[src/rtl/core/vfcao_pkg.sv]
// Package for the voxel face cull / ambient occlusion block.
// Types, widths, corner lookup tables. No dependencies.
`timescale 1ns / 1ps

package vfcao_pkg;

	localparam int CHUNK_HEIGHT = 256;
	localparam int CHUNK_SIDE   = 16;

	localparam int NUM_FACES   = 6;
	localparam int NUM_CORNERS = 4;

	localparam int XZ_W     = 4;
	localparam int Y_W      = 8;
	localparam int MASK_W   = 27;
	localparam int TILES_W  = 48;
	localparam int LEVELS_W = 24;
	localparam int FACE_W   = 3;
	localparam int NIB_W    = 4;
	localparam int LIGHT_W  = 5;
	localparam int SHADE_W  = 8;
	localparam int BIT_W    = 5;

	localparam int S_TDATA_W = 144;
	localparam int M_TDATA_W = 72;

	// saturation limits for position
	localparam int XZ_MAX = CHUNK_SIDE - 1;
	localparam int Y_MAX  = (CHUNK_HEIGHT - 1 > 255) ? 255 : CHUNK_HEIGHT - 1;

	// exact floor(v/3) for v < 2048: (v * 683) >> 11
	localparam int SHADE_MUL = 17;
	localparam int DIV3_MUL   = 683;
	localparam int DIV3_SHIFT = 11;
	localparam int V_W        = 11;
	localparam int P_W        = 21;
	localparam int Q_W        = P_W - DIV3_SHIFT;
	localparam int SHADE_MAX  = 255;

	// mask bit of the facing neighbor, order +x -x +y -y +z -z
	localparam logic [BIT_W-1:0] NBR_BIT [NUM_FACES] =
		'{5'd22, 5'd4, 5'd16, 5'd10, 5'd14, 5'd12};

	// for each face and corner: the corner itself, and both of its edge neighbors
	localparam logic [BIT_W-1:0] CORNER_BIT [NUM_FACES][NUM_CORNERS] = '{
		'{5'd18, 5'd24, 5'd26, 5'd20},
		'{5'd8,  5'd6,  5'd0,  5'd2 },
		'{5'd26, 5'd24, 5'd6,  5'd8 },
		'{5'd0,  5'd18, 5'd20, 5'd2 },
		'{5'd2,  5'd20, 5'd26, 5'd8 },
		'{5'd24, 5'd18, 5'd0,  5'd6 }
	};
	localparam logic [BIT_W-1:0] SIDE1_BIT [NUM_FACES][NUM_CORNERS] = '{
		'{5'd21, 5'd21, 5'd23, 5'd23},
		'{5'd5,  5'd3,  5'd3,  5'd5 },
		'{5'd25, 5'd25, 5'd7,  5'd7 },
		'{5'd1,  5'd19, 5'd19, 5'd1 },
		'{5'd11, 5'd11, 5'd17, 5'd17},
		'{5'd15, 5'd9,  5'd9,  5'd15}
	};
	localparam logic [BIT_W-1:0] SIDE2_BIT [NUM_FACES][NUM_CORNERS] = '{
		'{5'd19, 5'd25, 5'd25, 5'd19},
		'{5'd7,  5'd7,  5'd1,  5'd1 },
		'{5'd17, 5'd15, 5'd15, 5'd17},
		'{5'd9,  5'd9,  5'd11, 5'd11},
		'{5'd5,  5'd23, 5'd23, 5'd5 },
		'{5'd21, 5'd21, 5'd3,  5'd3 }
	};

	// one decoded voxel, as handed from intake to the emitter
	typedef struct packed {
		logic [XZ_W-1:0]      x;
		logic [Y_W-1:0]       y;
		logic [XZ_W-1:0]      z;
		logic [MASK_W-1:0]    mask;
		logic [TILES_W-1:0]   tiles;
		logic [LEVELS_W-1:0]  sun;
		logic [LEVELS_W-1:0]  torch;
		logic [Y_W-1:0]       top;
		logic [NUM_FACES-1:0] open;
	} item_t;

	// one face result
	typedef struct packed {
		logic [XZ_W-1:0]                      x;
		logic [Y_W-1:0]                       y;
		logic [XZ_W-1:0]                      z;
		logic [FACE_W-1:0]                    face;
		logic [NIB_W-1:0]                     tile_u;
		logic [NIB_W-1:0]                     tile_v;
		logic [NUM_CORNERS-1:0][SHADE_W-1:0]  shade;
		logic [Y_W-1:0]                       top;
		logic                                 last;
	} result_t;

endpackage

[src/rtl/core/vfcao_intake.sv]
// Intake: unpacks the input beat, saturates position, tracks chunk top height.
// Depends on vfcao_pkg.
`timescale 1ns / 1ps

module vfcao_intake (
	input  logic                           clk,
	input  logic                           arst_n,
	input  logic                           accept,
	input  logic                           chunk_start,
	input  logic [vfcao_pkg::S_TDATA_W-1:0] tdata,
	output vfcao_pkg::item_t               item
);

	logic [vfcao_pkg::Y_W-1:0]  top_q;
	logic [vfcao_pkg::Y_W-1:0]  top_base;
	logic [vfcao_pkg::Y_W-1:0]  top_next;
	logic [vfcao_pkg::XZ_W-1:0] raw_x;
	logic [vfcao_pkg::Y_W-1:0]  raw_y;
	logic [vfcao_pkg::XZ_W-1:0] raw_z;
	logic                       present;
	logic [vfcao_pkg::MASK_W-1:0] mask;

	assign raw_x   = tdata[3:0];
	assign raw_y   = tdata[11:4];
	assign raw_z   = tdata[15:12];
	assign present = tdata[16];
	assign mask    = tdata[43:17];

	always_comb begin
		item.x = (int'(raw_x) > vfcao_pkg::XZ_MAX) ?
			vfcao_pkg::XZ_W'(vfcao_pkg::XZ_MAX) : raw_x;
		item.z = (int'(raw_z) > vfcao_pkg::XZ_MAX) ?
			vfcao_pkg::XZ_W'(vfcao_pkg::XZ_MAX) : raw_z;
		item.y = (int'(raw_y) > vfcao_pkg::Y_MAX) ?
			vfcao_pkg::Y_W'(vfcao_pkg::Y_MAX) : raw_y;
		item.mask  = mask;
		item.tiles = tdata[91:44];
		item.sun   = tdata[115:92];
		item.torch = tdata[139:116];

		// chunk_start clears first, even for an absent voxel
		top_base = chunk_start ? '0 : top_q;
		top_next = (present && item.y > top_base) ? item.y : top_base;
		item.top = top_next;

		for (int f = 0; f < vfcao_pkg::NUM_FACES; f++) begin
			item.open[f] = present && !mask[vfcao_pkg::NBR_BIT[f]];
		end
	end

	always_ff @(posedge clk or negedge arst_n) begin
		if (!arst_n) begin
			top_q <= '0;
		end else if (accept) begin
			top_q <= top_next;
		end
	end

endmodule

[src/rtl/core/vfcao_shade.sv]
// Corner occlusion and shade for the four corners of one face.
// Combinational; depends on vfcao_pkg corner tables.
`timescale 1ns / 1ps

module vfcao_shade (
	input  logic [vfcao_pkg::MASK_W-1:0]  mask,
	input  logic [vfcao_pkg::FACE_W-1:0]  face,
	input  logic [vfcao_pkg::LIGHT_W-1:0] light,
	output logic [vfcao_pkg::NUM_CORNERS-1:0][vfcao_pkg::SHADE_W-1:0] shade
);

	logic [vfcao_pkg::NUM_CORNERS-1:0]                     o1, o2, oc;
	logic [vfcao_pkg::NUM_CORNERS-1:0][1:0]                occ;
	logic [vfcao_pkg::NUM_CORNERS-1:0][1:0]                lit;
	logic [vfcao_pkg::NUM_CORNERS-1:0][vfcao_pkg::V_W-1:0] v;
	logic [vfcao_pkg::NUM_CORNERS-1:0][vfcao_pkg::P_W-1:0] p;
	logic [vfcao_pkg::NUM_CORNERS-1:0][vfcao_pkg::Q_W-1:0] q;

	always_comb begin
		for (int k = 0; k < vfcao_pkg::NUM_CORNERS; k++) begin
			o1[k] = mask[vfcao_pkg::SIDE1_BIT[face][k]];
			o2[k] = mask[vfcao_pkg::SIDE2_BIT[face][k]];
			oc[k] = mask[vfcao_pkg::CORNER_BIT[face][k]];
			// corner counts only when both edges are open
			occ[k] = 2'(o1[k]) + 2'(o2[k]) + 2'(!o1[k] && !o2[k] && oc[k]);
			lit[k] = 2'd3 - occ[k];
			v[k] = vfcao_pkg::V_W'(lit[k]) * vfcao_pkg::V_W'(light)
				* vfcao_pkg::V_W'(vfcao_pkg::SHADE_MUL);
			p[k] = vfcao_pkg::P_W'(v[k]) * vfcao_pkg::P_W'(vfcao_pkg::DIV3_MUL);
			q[k] = p[k][vfcao_pkg::P_W-1:vfcao_pkg::DIV3_SHIFT];
			shade[k] = (int'(q[k]) > vfcao_pkg::SHADE_MAX) ?
				vfcao_pkg::SHADE_W'(vfcao_pkg::SHADE_MAX) : q[k][vfcao_pkg::SHADE_W-1:0];
		end
	end

endmodule

[src/rtl/core/vfcao_emit.sv]
// Emitter: holds one voxel, walks its open faces one per unstalled
// cycle into the result register. Depends on vfcao_pkg and vfcao_shade.
`timescale 1ns / 1ps

module vfcao_emit (
	input  logic                 clk,
	input  logic                 arst_n,
	input  logic                 accept,
	input  vfcao_pkg::item_t     item,
	output logic                 take_ready,
	input  logic                 out_ready,
	output logic                 out_valid,
	output vfcao_pkg::result_t   result
);

	vfcao_pkg::item_t                 item_s1;
	logic [vfcao_pkg::NUM_FACES-1:0]  pend_s1;
	logic [vfcao_pkg::NUM_FACES-1:0]  sel_hot;
	logic [vfcao_pkg::NUM_FACES-1:0]  pend_rest;
	logic [vfcao_pkg::FACE_W-1:0]     sel_face;
	logic                             found;
	logic                             load_out;
	logic                             issue;
	logic [vfcao_pkg::NIB_W-1:0]      sun_nib;
	logic [vfcao_pkg::NIB_W-1:0]      torch_nib;
	logic [vfcao_pkg::LIGHT_W-1:0]    light;
	logic [vfcao_pkg::NUM_CORNERS-1:0][vfcao_pkg::SHADE_W-1:0] shade;
	logic                             out_valid_q;
	vfcao_pkg::result_t               result_q;

	// lowest pending face goes next
	always_comb begin
		sel_face = '0;
		found    = 1'b0;
		for (int f = 0; f < vfcao_pkg::NUM_FACES; f++) begin
			if (pend_s1[f] && !found) begin
				sel_face = vfcao_pkg::FACE_W'(f);
				found    = 1'b1;
			end
		end
	end

	assign sel_hot    = vfcao_pkg::NUM_FACES'(1) << sel_face;
	assign pend_rest  = pend_s1 & ~sel_hot;
	assign load_out   = !out_valid_q || out_ready;
	assign issue      = (pend_s1 != '0) && load_out;
	assign take_ready = (pend_s1 == '0) || (issue && (pend_rest == '0));

	assign sun_nib   = item_s1.sun[sel_face*vfcao_pkg::NIB_W +: vfcao_pkg::NIB_W];
	assign torch_nib = item_s1.torch[sel_face*vfcao_pkg::NIB_W +: vfcao_pkg::NIB_W];
	assign light     = vfcao_pkg::LIGHT_W'(sun_nib) + vfcao_pkg::LIGHT_W'(torch_nib);

	vfcao_shade u_shade (
		.mask  (item_s1.mask),
		.face  (sel_face),
		.light (light),
		.shade (shade)
	);

	always_ff @(posedge clk or negedge arst_n) begin
		if (!arst_n) begin
			pend_s1     <= '0;
			out_valid_q <= 1'b0;
		end else begin
			if (accept) begin
				pend_s1 <= item.open;
			end else if (issue) begin
				pend_s1 <= pend_rest;
			end
			if (issue) begin
				out_valid_q <= 1'b1;
			end else if (out_ready) begin
				out_valid_q <= 1'b0;
			end
		end
	end

	always_ff @(posedge clk) begin
		if (accept) begin
			item_s1 <= item;
		end
		if (issue) begin
			result_q.x      <= item_s1.x;
			result_q.y      <= item_s1.y;
			result_q.z      <= item_s1.z;
			result_q.face   <= sel_face;
			result_q.tile_u <= item_s1.tiles[sel_face*8 +: vfcao_pkg::NIB_W];
			result_q.tile_v <= item_s1.tiles[sel_face*8 + vfcao_pkg::NIB_W +: vfcao_pkg::NIB_W];
			result_q.shade  <= shade;
			result_q.top    <= item_s1.top;
			result_q.last   <= (pend_rest == '0);
		end
	end

	assign out_valid = out_valid_q;
	assign result    = result_q;

endmodule

[src/rtl/core/voxel_face_cull_ambient_occlusion_top.sv]
// Top level of the voxel face cull / ambient occlusion block.
// Depends on vfcao_pkg, vfcao_intake, vfcao_emit (and vfcao_shade below it).
`timescale 1ns / 1ps

// Usage
//  Input stream s_axis: one beat per voxel. tuser carries chunk_start, which
//  zeroes the running top height before this voxel counts. tdata carries the
//  position, present flag, 3x3x3 solidity mask, six atlas tiles, and per-face
//  sun and torch levels.
//  Output stream m_axis: one beat per open face of a present voxel, faces in
//  order +x, -x, +y, -y, +z, -z; tlast marks the voxel's final face. A voxel
//  with no open face (absent or fully enclosed) makes no beat; an enclosed
//  one still updates the top height, and chunk_start still clears it.
//  A voxel is held in the emitter; each face is then registered as a result.
//  Throughput: the emitter puts out one face per cycle from its holding
//  register unless m_axis_tready stalls it. The next voxel is taken in the
//  cycle its predecessor's final face moves into the result register.
//  Stall: with m_axis_tready low the result beat holds; the held voxel waits
//  and s_axis_tready drops once the held voxel still has faces to send.
//  Reset (arst_n low, asynchronous): no beat pending, top height zero.

module voxel_face_cull_ambient_occlusion_top (
	input  logic                            clk,
	input  logic                            arst_n,
	input  logic                            s_axis_tvalid,
	output logic                            s_axis_tready,
	// pos_x[3:0] pos_y[11:4] pos_z[15:12] present[16] solid_mask[43:17]
	// face_tiles[91:44] sun_levels[115:92] torch_levels[139:116], zero pad
	input  logic [vfcao_pkg::S_TDATA_W-1:0] s_axis_tdata,
	// chunk_start[0]
	input  logic                            s_axis_tuser,
	output logic                            m_axis_tvalid,
	input  logic                            m_axis_tready,
	// out_x[3:0] out_y[11:4] out_z[15:12] face_dir[18:16] tile_u[22:19]
	// tile_v[26:23] shade_first[34:27] shade_second[42:35]
	// shade_third[50:43] shade_fourth[58:51] top_height[66:59], zero pad
	output logic [vfcao_pkg::M_TDATA_W-1:0] m_axis_tdata,
	output logic                            m_axis_tlast
);

	logic               accept;
	logic               take_ready;
	vfcao_pkg::item_t   item;
	vfcao_pkg::result_t result;

	// beat taken whenever the emitter can hold it
	assign s_axis_tready = take_ready;
	assign accept        = s_axis_tvalid && take_ready;

	vfcao_intake u_intake (
		.clk         (clk),
		.arst_n      (arst_n),
		.accept      (accept),
		.chunk_start (s_axis_tuser),
		.tdata       (s_axis_tdata),
		.item        (item)
	);

	vfcao_emit u_emit (
		.clk        (clk),
		.arst_n     (arst_n),
		.accept     (accept),
		.item       (item),
		.take_ready (take_ready),
		.out_ready  (m_axis_tready),
		.out_valid  (m_axis_tvalid),
		.result     (result)
	);

	// pack the result beat, highest field first, x in the lowest bits
	assign m_axis_tdata = {
		5'b0,
		result.top,
		result.shade[3],
		result.shade[2],
		result.shade[1],
		result.shade[0],
		result.tile_v,
		result.tile_u,
		result.face,
		result.z,
		result.y,
		result.x
	};
	assign m_axis_tlast = result.last;

endmodule

[config.mk]
export PLATFORM = sky130hd
export DESIGN_NAME = voxel_face_cull_ambient_occlusion_top
export DESIGN_NICKNAME = d
export VERILOG_FILES = /design/src/rtl/core/vfcao_pkg.sv /design/src/rtl/core/vfcao_intake.sv /design/src/rtl/core/vfcao_shade.sv /design/src/rtl/core/vfcao_emit.sv /design/src/rtl/core/voxel_face_cull_ambient_occlusion_top.sv
export SDC_FILE = /design/constraint.sdc
export NUM_CORES = 1
export LEC_CHECK = 0
export ABC_AREA = 0
export BUFFER_PORTS_ARGS = -buffer_cell sky130_fd_sc_hd__buf_2
export CAP_MARGIN = 30
export CELL_PAD_IN_SITES_DETAIL_PLACEMENT = 1
export CELL_PAD_IN_SITES_GLOBAL_PLACEMENT = 2
export CORE_AREA = 2 2 235 237
export DETAILED_ROUTE_END_ITERATION = 6
export DIE_AREA = 0 0 237 239
export PLACE_DENSITY = 0.87
export SYNTH_ARGS = -nofsm -noshare
export SYNTH_HDL_FRONTEND = slang
export SYNTH_HIERARCHICAL = 1
export SYNTH_SLANG_ARGS = --single-unit
[constraint.sdc]
create_clock -name clk -period 11.8 [get_ports clk]
set_clock_uncertainty 0.2 [all_clocks]
set_input_delay 1.18 -clock clk [delete_from_list [all_inputs] [get_ports clk]]
set_output_delay 1.18 -clock clk [all_outputs]
set_load 0.005 [all_outputs]
# Word level (Yosys, flattened, before mapping)
# Memory sizes are Yosys's and may differ from the RTL's.
# Index checks and enable logic that the tools add are counted.
# op_classes
addsub	14
n_mul	12
n_lt_le_gt_ge	18
n_shift	5
n_mux	46
bitwise_logic	3
reduce_logical	50
# ops
op	count
20-bit 2-to-1 mux	6
11-bit by 10-bit multiplier with 21-bit output, second input constant	4
5-bit by 6-bit < comparator with 1-bit output, second input constant	12
1-bit binary-select mux with 5-bit select	12
24-bit by 6-bit variable part select with 4-bit output	2
48-bit by 33-bit variable part select with 4-bit output	1
48-bit by 7-bit variable part select with 4-bit output	1
7-bit by 5-bit multiplier with 11-bit output, second input constant	4
10-bit by 8-bit greater-than comparator with 1-bit output, second input constant	4
2-bit by 5-bit multiplier with 7-bit output	4
1-bit logical AND	23
1-bit zero test	20
1-bit 2-to-1 mux	20
8-bit 2-to-1 mux	2
6-bit zero test	2
3-bit 2-to-1 mux	4
6-bit 2-to-1 mux	2
1-bit by 1-bit adder with 2-bit output	4
2-bit by 1-bit adder with 2-bit output	4
8-bit greater-than comparator	1
2-bit subtractor, first input constant	4
6-bit by 3-bit adder with 7-bit output, second input constant	1
6-bit bitwise AND	1
6-bit inverter	1
7 further kinds	9
# word_totals
regBits	230
mem_bits_ro	480
inputBits	149
output_inout_bits	75
elab_cells	174
memories	3
# mem_list
memory	words	word_bits	rd	rd_clocked_by_memory_dff	wr	line_no	text
(name not given)	8	20	1	0	0	vfcao_shade.sv:23	oc[k] = mask[vfcao_pkg::CORNER_BIT[face][k]];
(name not given)	8	20	1	0	0	vfcao_shade.sv:22	o2[k] = mask[vfcao_pkg::SIDE2_BIT[face][k]];
(name not given)	8	20	1	0	0	vfcao_shade.sv:21	o1[k] = mask[vfcao_pkg::SIDE1_BIT[face][k]];

# Depth between registers and ports, before layout
# logic_depth
depth_word	31
mapped_depth	51
depth_no_buf	45

# Hierarchy
# Netlist, hierarchy kept.
# modules_own_cells
mod	n_inst	cells_each	area_per_inst_um2	seq_area_each_um2
vfcao_shade	1	1355	11676.2	0.0
vfcao_emit	1	402	7813.7	6631.4
vfcao_intake	1	236	1904.3	200.2
voxel_face_cull_ambient_occlusion_top	1	7	47.5	0.0

# Worst setup path before layout
# OpenSTA, ideal clock, no wires.
# synth_path
path_type	register -> register
start	reg u_emit/pend_s1[2] in the netlist's numbering
end	reg u_emit.result_q (netlist bit u_emit/result[39]), data pin
setup_ns	0.270
t_arrival_ns	10.109
required_time_ns	11.330
path_slack_ns	1.221
stages_incl_launch_ff	50
n_path_buf	5
period_less_slack_ns	10.579
path_cell_list	dfrtp_1 nor4_4 and2b_1 buf_2 nand2b_1 buf_2 inv_1 ha_1 buf_4 buf_4 mux2i_1 a32o_1 o32ai_1 a311oi_2 or2_1 buf_6 and2_1 ha_1 [... 14 more ...] inv_1 fa_1 inv_1 fa_1 inv_1 fa_1 inv_1 ha_1 a21o_1 a21o_1 a21oi_1 o21a_1 o21ai_0 nand3_1 mux2_2 o21ai_0 a2bb2oi_4 nand4_1
# synth_via
elab_chain_len	26
word_cells_on_any_way	44
cone_classes	add/sub (4); mul (3); order compare (1); shift (2); mux (19); bitwise (1); reduce/logical (11); memory (3)
# synth_rtl
item	line_no	text
from (decl)	vfcao_emit.sv:17	logic [vfcao_pkg::NUM_FACES-1:0] pend_s1;
from (signal assigned)	vfcao_emit.sv:66	pend_s1 <= item.open;
from (signal assigned)	vfcao_emit.sv:68	pend_s1 <= pend_rest;
1-bit logical AND (*)	vfcao_emit.sv:36	if (pend_s1[f] && !found) begin
1-bit 2-to-1 mux	vfcao_emit.sv:36	
1-bit zero test	vfcao_emit.sv:36	
1-bit logical AND	vfcao_emit.sv:36	
1-bit 2-to-1 mux	vfcao_emit.sv:36	
1-bit zero test	vfcao_emit.sv:36	
1-bit logical AND	vfcao_emit.sv:36	
1-bit 2-to-1 mux	vfcao_emit.sv:36	
[... 3 more ...]	--	
named net u_emit.sel_face (one bit)	vfcao_emit.sv:20	logic [vfcao_pkg::FACE_W-1:0] sel_face;
[... 6 more ...]	--	
1-bit zero test	vfcao_shade.sv:25	occ[k] = 2'(o1[k]) + 2'(o2[k]) + 2'(!o1[k] && !o2[k] && oc[k]);
1-bit logical AND (2 in a row)	vfcao_shade.sv:25	
2-bit by 1-bit adder with 2-bit output	vfcao_shade.sv:25	
2-bit subtractor	vfcao_shade.sv:26	lit[k] = 2'd3 - occ[k];
2-bit by 5-bit multiplier with 7-bit output (*)	vfcao_shade.sv:27	v[k] = vfcao_pkg::V_W'(lit[k]) * vfcao_pkg::V_W'(light)
7-bit by 5-bit multiplier with 11-bit output (*)	vfcao_shade.sv:28	* vfcao_pkg::V_W'(vfcao_pkg::SHADE_MUL);
11-bit by 10-bit multiplier with 21-bit output (*)	vfcao_shade.sv:29	p[k] = vfcao_pkg::P_W'(v[k]) * vfcao_pkg::P_W'(vfcao_pkg::DIV3_MUL);
10-bit by 8-bit greater-than comparator with 1-bit output	vfcao_shade.sv:31	shade[k] = (int'(q[k]) > vfcao_pkg::SHADE_MAX) ?
to (decl)	vfcao_emit.sv:29	vfcao_pkg::result_t result_q;
# The timed path passes the listed nets; every way through them passes the cells marked *. The select of a mux whose other input is x is not followed.
# A chain may end at the register's enable or synchronous reset.

# Worst setup path after layout
# layout_path
start	reg u_emit/pend_s1[1] in the netlist's numbering
end	reg u_emit.result_q (netlist bit u_emit/result[20]), data pin
# layout_via
elab_chain_len	29
word_cells_on_any_way	48
cone_classes	add/sub (4); mul (3); order compare (1); shift (2); mux (21); bitwise (1); reduce/logical (13); memory (3)
# layout_rtl
item	line_no
1-bit logical AND (*)	vfcao_emit.sv:36
1-bit 2-to-1 mux	vfcao_emit.sv:36
1-bit zero test	vfcao_emit.sv:36
1-bit logical AND	vfcao_emit.sv:36
1-bit 2-to-1 mux	vfcao_emit.sv:36
1-bit zero test	vfcao_emit.sv:36
1-bit logical AND	vfcao_emit.sv:36
1-bit 2-to-1 mux	vfcao_emit.sv:36
[... 6 more ...]	--
named net u_emit.sel_face (one bit)	vfcao_emit.sv:20
[... 6 more ...]	--
1-bit zero test	vfcao_shade.sv:25
1-bit logical AND (2 in a row)	vfcao_shade.sv:25
2-bit by 1-bit adder with 2-bit output	vfcao_shade.sv:25
2-bit subtractor	vfcao_shade.sv:26
2-bit by 5-bit multiplier with 7-bit output (*)	vfcao_shade.sv:27
7-bit by 5-bit multiplier with 11-bit output (*)	vfcao_shade.sv:28
11-bit by 10-bit multiplier with 21-bit output (*)	vfcao_shade.sv:29
10-bit by 8-bit greater-than comparator with 1-bit output	vfcao_shade.sv:31
# Marks and branches as above.

==> reports/summary.log <==
[synth] sequential area share after synthesis 31.86%
[hold_path] hold wc startpoint u_emit/item_s1[6]$_DFFE_PP_
[clock_tree] CTS HTree Levels 1
[layout] # fillers 5956
[clock_tree] clock buffer count from CTS 27
[clock_tree] quantity of hold-fixing buffers added after cts 0
[timing] Period minus WS final 11.14 ns
[place] RePlAce Congestion 0.8496
[die] Die Ht 239 um
[global_route] via count of the first global-routing pass 16732
[global_route] GRT met1 Usage 23.21%
[layout] final design area excluding fillers 23350 um2
[hold_path] path type of the worst min-delay path flip-flop to flip-flop
[die] initial cell density of the core 39.46%
[synth] Syn Std Cell Area 21440 um2
[clock_tree] number of buffers on the longest clock path 3
[global_route] global route hottest layer met2
[synth] Yosys warning total 6
[worst_setup_path] kind of launch point of the worst setup path flip-flop
[die] die span in x 237 um
[synth] most frequently used flop master after synthesis sky130_fd_sc_hd__edfxtp_1
[global_route] global routing met3 resource utilization 3.395%
[timing] Worst Max-Slew Pin Slew 0.7722 ns
[synth] cell types with the highest counts after synthesis sky130_fd_sc_hd__ha_1 (304), sky130_fd_sc_hd__inv_1 (261), sky130_fd_sc_hd__edfxtp_1 (215)
[synth] number of distinct library cells after synthesis 105
[die] placement row count 86
[global_route] wire length of the first global-routing pass 88400 um
[clock_tree] clock-pin slew on the worst setup and hold paths 0.06 ns
[layout] net total in the final layout 2643
[die] top-level I/O count 224
[die] DIE AREA 56640 um2
[worst_setup_path] Req. time, crit path 11.89 ns
[die] standard cell core area 54340 um2
[synth] largest cells by area after synthesis sky130_fd_sc_hd__edfxtp_1 (30%), sky130_fd_sc_hd__ha_1 (18%), sky130_fd_sc_hd__fa_1 (9.8%), sky130_fd_sc_hd__buf_4 (5.1%), sky130_fd_sc_hd__inv_1 (4.6%)
[worst_setup_path] R2R Path Start u_emit/pend_s1[1]$_DFFE_PN0P_
[global_route] overall fraction of global-route tracks in use 19.30%
[outcome] result of the run completed
[synth] flops & latches, synth 230
[layout] layout cells sized above 1 17.62%
[worst_setup_path] most used cell, CP sky130_fd_sc_hd__ha_1
[worst_setup_path] WP data arrival 11.24 ns
[timing] max_slew headroom 48.52%
[timing] final setup violating endpoints 0
[global_route] antenna violations before repair 7
[worst_setup_path] Setup Crit Path Kind flip-flop to flip-flop
[timing] number of pins with negative max-slew slack in the final report 0
[detailed_routing] via density per instance 5.308
[synth] Syn Inst Count 2000
[detailed_routing] detailed-routing iteration count for the pre-antenna-repair pass 5
[detailed_routing] Routed wire per std cell 19.36 um
[synth] cell with the most instances after synthesis sky130_fd_sc_hd__ha_1
[detailed_routing] Antenna Violating Nets Remaining 0
[timing] Achievable Freq 0.08975 GHz
[place] number of input and output port buffers inserted 214
[worst_setup_path] cell with the biggest individual delay on the critical path sky130_fd_sc_hd__or4_1
[timing] final hold viol count 0
[timing] setup repair after global routing missed its margin yes
[worst_setup_path] critical path endpoint category flip-flop
[synth] Yosys top cell by area sky130_fd_sc_hd__edfxtp_1
[worst_setup_path] delay of the slowest cell on the worst path 0.67 ns
[detailed_routing] drt initial violations 657
[clock_tree] Root Driver sky130_fd_sc_hd__clkbuf_16
[synth] proportion of register bits with asynchronous set or reset after synthesis 6.522%
[synth] Mapped Avg Cell Area 10.72 um2
[detailed_routing] final routed DRC violation total 0
[synth] fraction of post-synthesis cell area in the top cell type by area 30.11%
[global_route] met2 Use GR 35.74%
[layout] layout overhead on the synthesized area 8.899%
[clock_tree] Clock Latency Late Sink 0.57 ns
[worst_setup_path] start point of the critical path u_emit/pend_s1[1]$_DFFE_PN0P_
[synth] Post-synth EDFFs 215
[timing] post-route setup TNS 0 ns
[place] placed inst area 22250 um2
[detailed_routing] Detailed Route WL 54390 um
[clock_tree] Sinks on Clock Net 230
[worst_setup_path] peak fanout along the critical path 13
[place] post-DP HPWL 42640 um
[detailed_routing] via count 14916
[global_route] largest net degree at the start of global routing 90
[timing] Final Cycle Share 94.42%
[global_route] aggregate global routing overflow 0
[job] Max-Cap Viols 0
[clock_tree] CTS tree done
[worst max-delay path, delay by kind of cell, from the launching register on]
| family | cells | cell delay, ns |
|---|---|---|
| AND/OR/NAND/NOR | 11 | 2.50 |
| XOR/XNOR | 1 | 0.62 |
| adder cells (fa/ha/maj) | 9 | 3.18 |
| buffers and inverters | 2 | 0.36 |
| AO/OA/AOI/OAI | 15 | 3.43 |
| flip-flops | 1 | 0.53 |
[what timing repair did]
action	in CTS	in global routing
setup endpoints to repair	0	32
buffers inserted	0	7
resized for setup	0	16
[placed cells by master (no fill, tap or decap), types with 37 or more instances in the layout]
cell type and count:
sky130_fd_sc_hd__inv_1 261, sky130_fd_sc_hd__mux2i_1 37, sky130_fd_sc_hd__and2_1 41, sky130_fd_sc_hd__buf_2 214
sky130_fd_sc_hd__o21ai_0 54, sky130_fd_sc_hd__a21oi_1 81, sky130_fd_sc_hd__nor2b_1 59, sky130_fd_sc_hd__edfxtp_1 215
sky130_fd_sc_hd__a21o_1 50, sky130_fd_sc_hd__nor2_1 47, sky130_fd_sc_hd__xnor2_1 53, sky130_fd_sc_hd__nand2_1 81
sky130_fd_sc_hd__ha_1 299, sky130_fd_sc_hd__fa_1 105
[stage by stage]
stage	worst slack [ns]	hold WS (ns)	instances	utilization, %
4_1_cts	0.09130	0.2186	2800	42.63
3_5_place_dp	0.1509	0.2055	2751	40.94
3_3_place_gp	0.4802	0.2006	2750	40.89
6_report	0.6579	0.2142	2810	42.97
5_1_grt	-0.04950	0.2213	2810	42.97
2_1_floorplan	1.221	0.2003	2004	-
[metal layers]
| metal | vias up | share of wire (%) |
|---|---|---|
| li1 | 7123 | - |
| met1 | 7461 | 42 |
| met2 | 237 | 51 |
| met3 | 83 | 4.3 |
| met4 | 12 | 2.1 |
| met5 | - | 0.12 |
[final cells by class]
cell class	instances	area, um2	area share [%]
well taps	704	880.8	3.772
inverters	264	991.0	4.244
diodes	1	2.502	0.01072
clock inverters	19	220.2	0.9431
repair buffers	243	1345	5.760
clock buffers	30	696.9	2.985
multi-input cells	1319	12380	53.03
flip-flops and latches	230	6832	29.26
[flip-flops by register name (all words and copies together) (netlist names)]
signal            count
u_emit/pend_s1        6
u_emit/result        68
u_emit/out_valid      1
u_intake/top_q        8
u_emit/item_s1      147
[logic make-up (layout without fill, tap and decap cells)]
kind of cell	after synthesis	in the layout	synth area share, %
buffers and inverters	455	556	10.90
AOI/OAI and AO/OA	393	393	13.03
DFF	230	230	31.86
muxes	64	64	3.793
and+or+nand+nor	374	374	9.751
other	1	6	0.01749
xor gates and xnor gates	72	72	3.011
adders and majority gates	411	411	27.64
[worst paths after layout]
check | slack (ns) | endpoint | cells after the start
setup / recovery | 0.66 | u_emit/result[20]$_DFFE_PP_ | 38
hold / removal | 0.21 | u_emit/result[1]$_DFFE_PP_ | 0
setup reg to reg | 0.66 | u_emit/result[20]$_DFFE_PP_ | 38
hold reg to reg | 0.21 | u_emit/result[1]$_DFFE_PP_ | 0
max in group asynchronous | 10.76 | u_intake/top_q[0]$_DFFE_PN0P_ | 1
min in group asynchronous | 0.34 | u_emit/out_valid$_DFFE_PN0P_ | 1
Power is left out: the tool's default activity adds up to more than one toggle a clock period on the data nets, which glitch-free logic cannot reach.
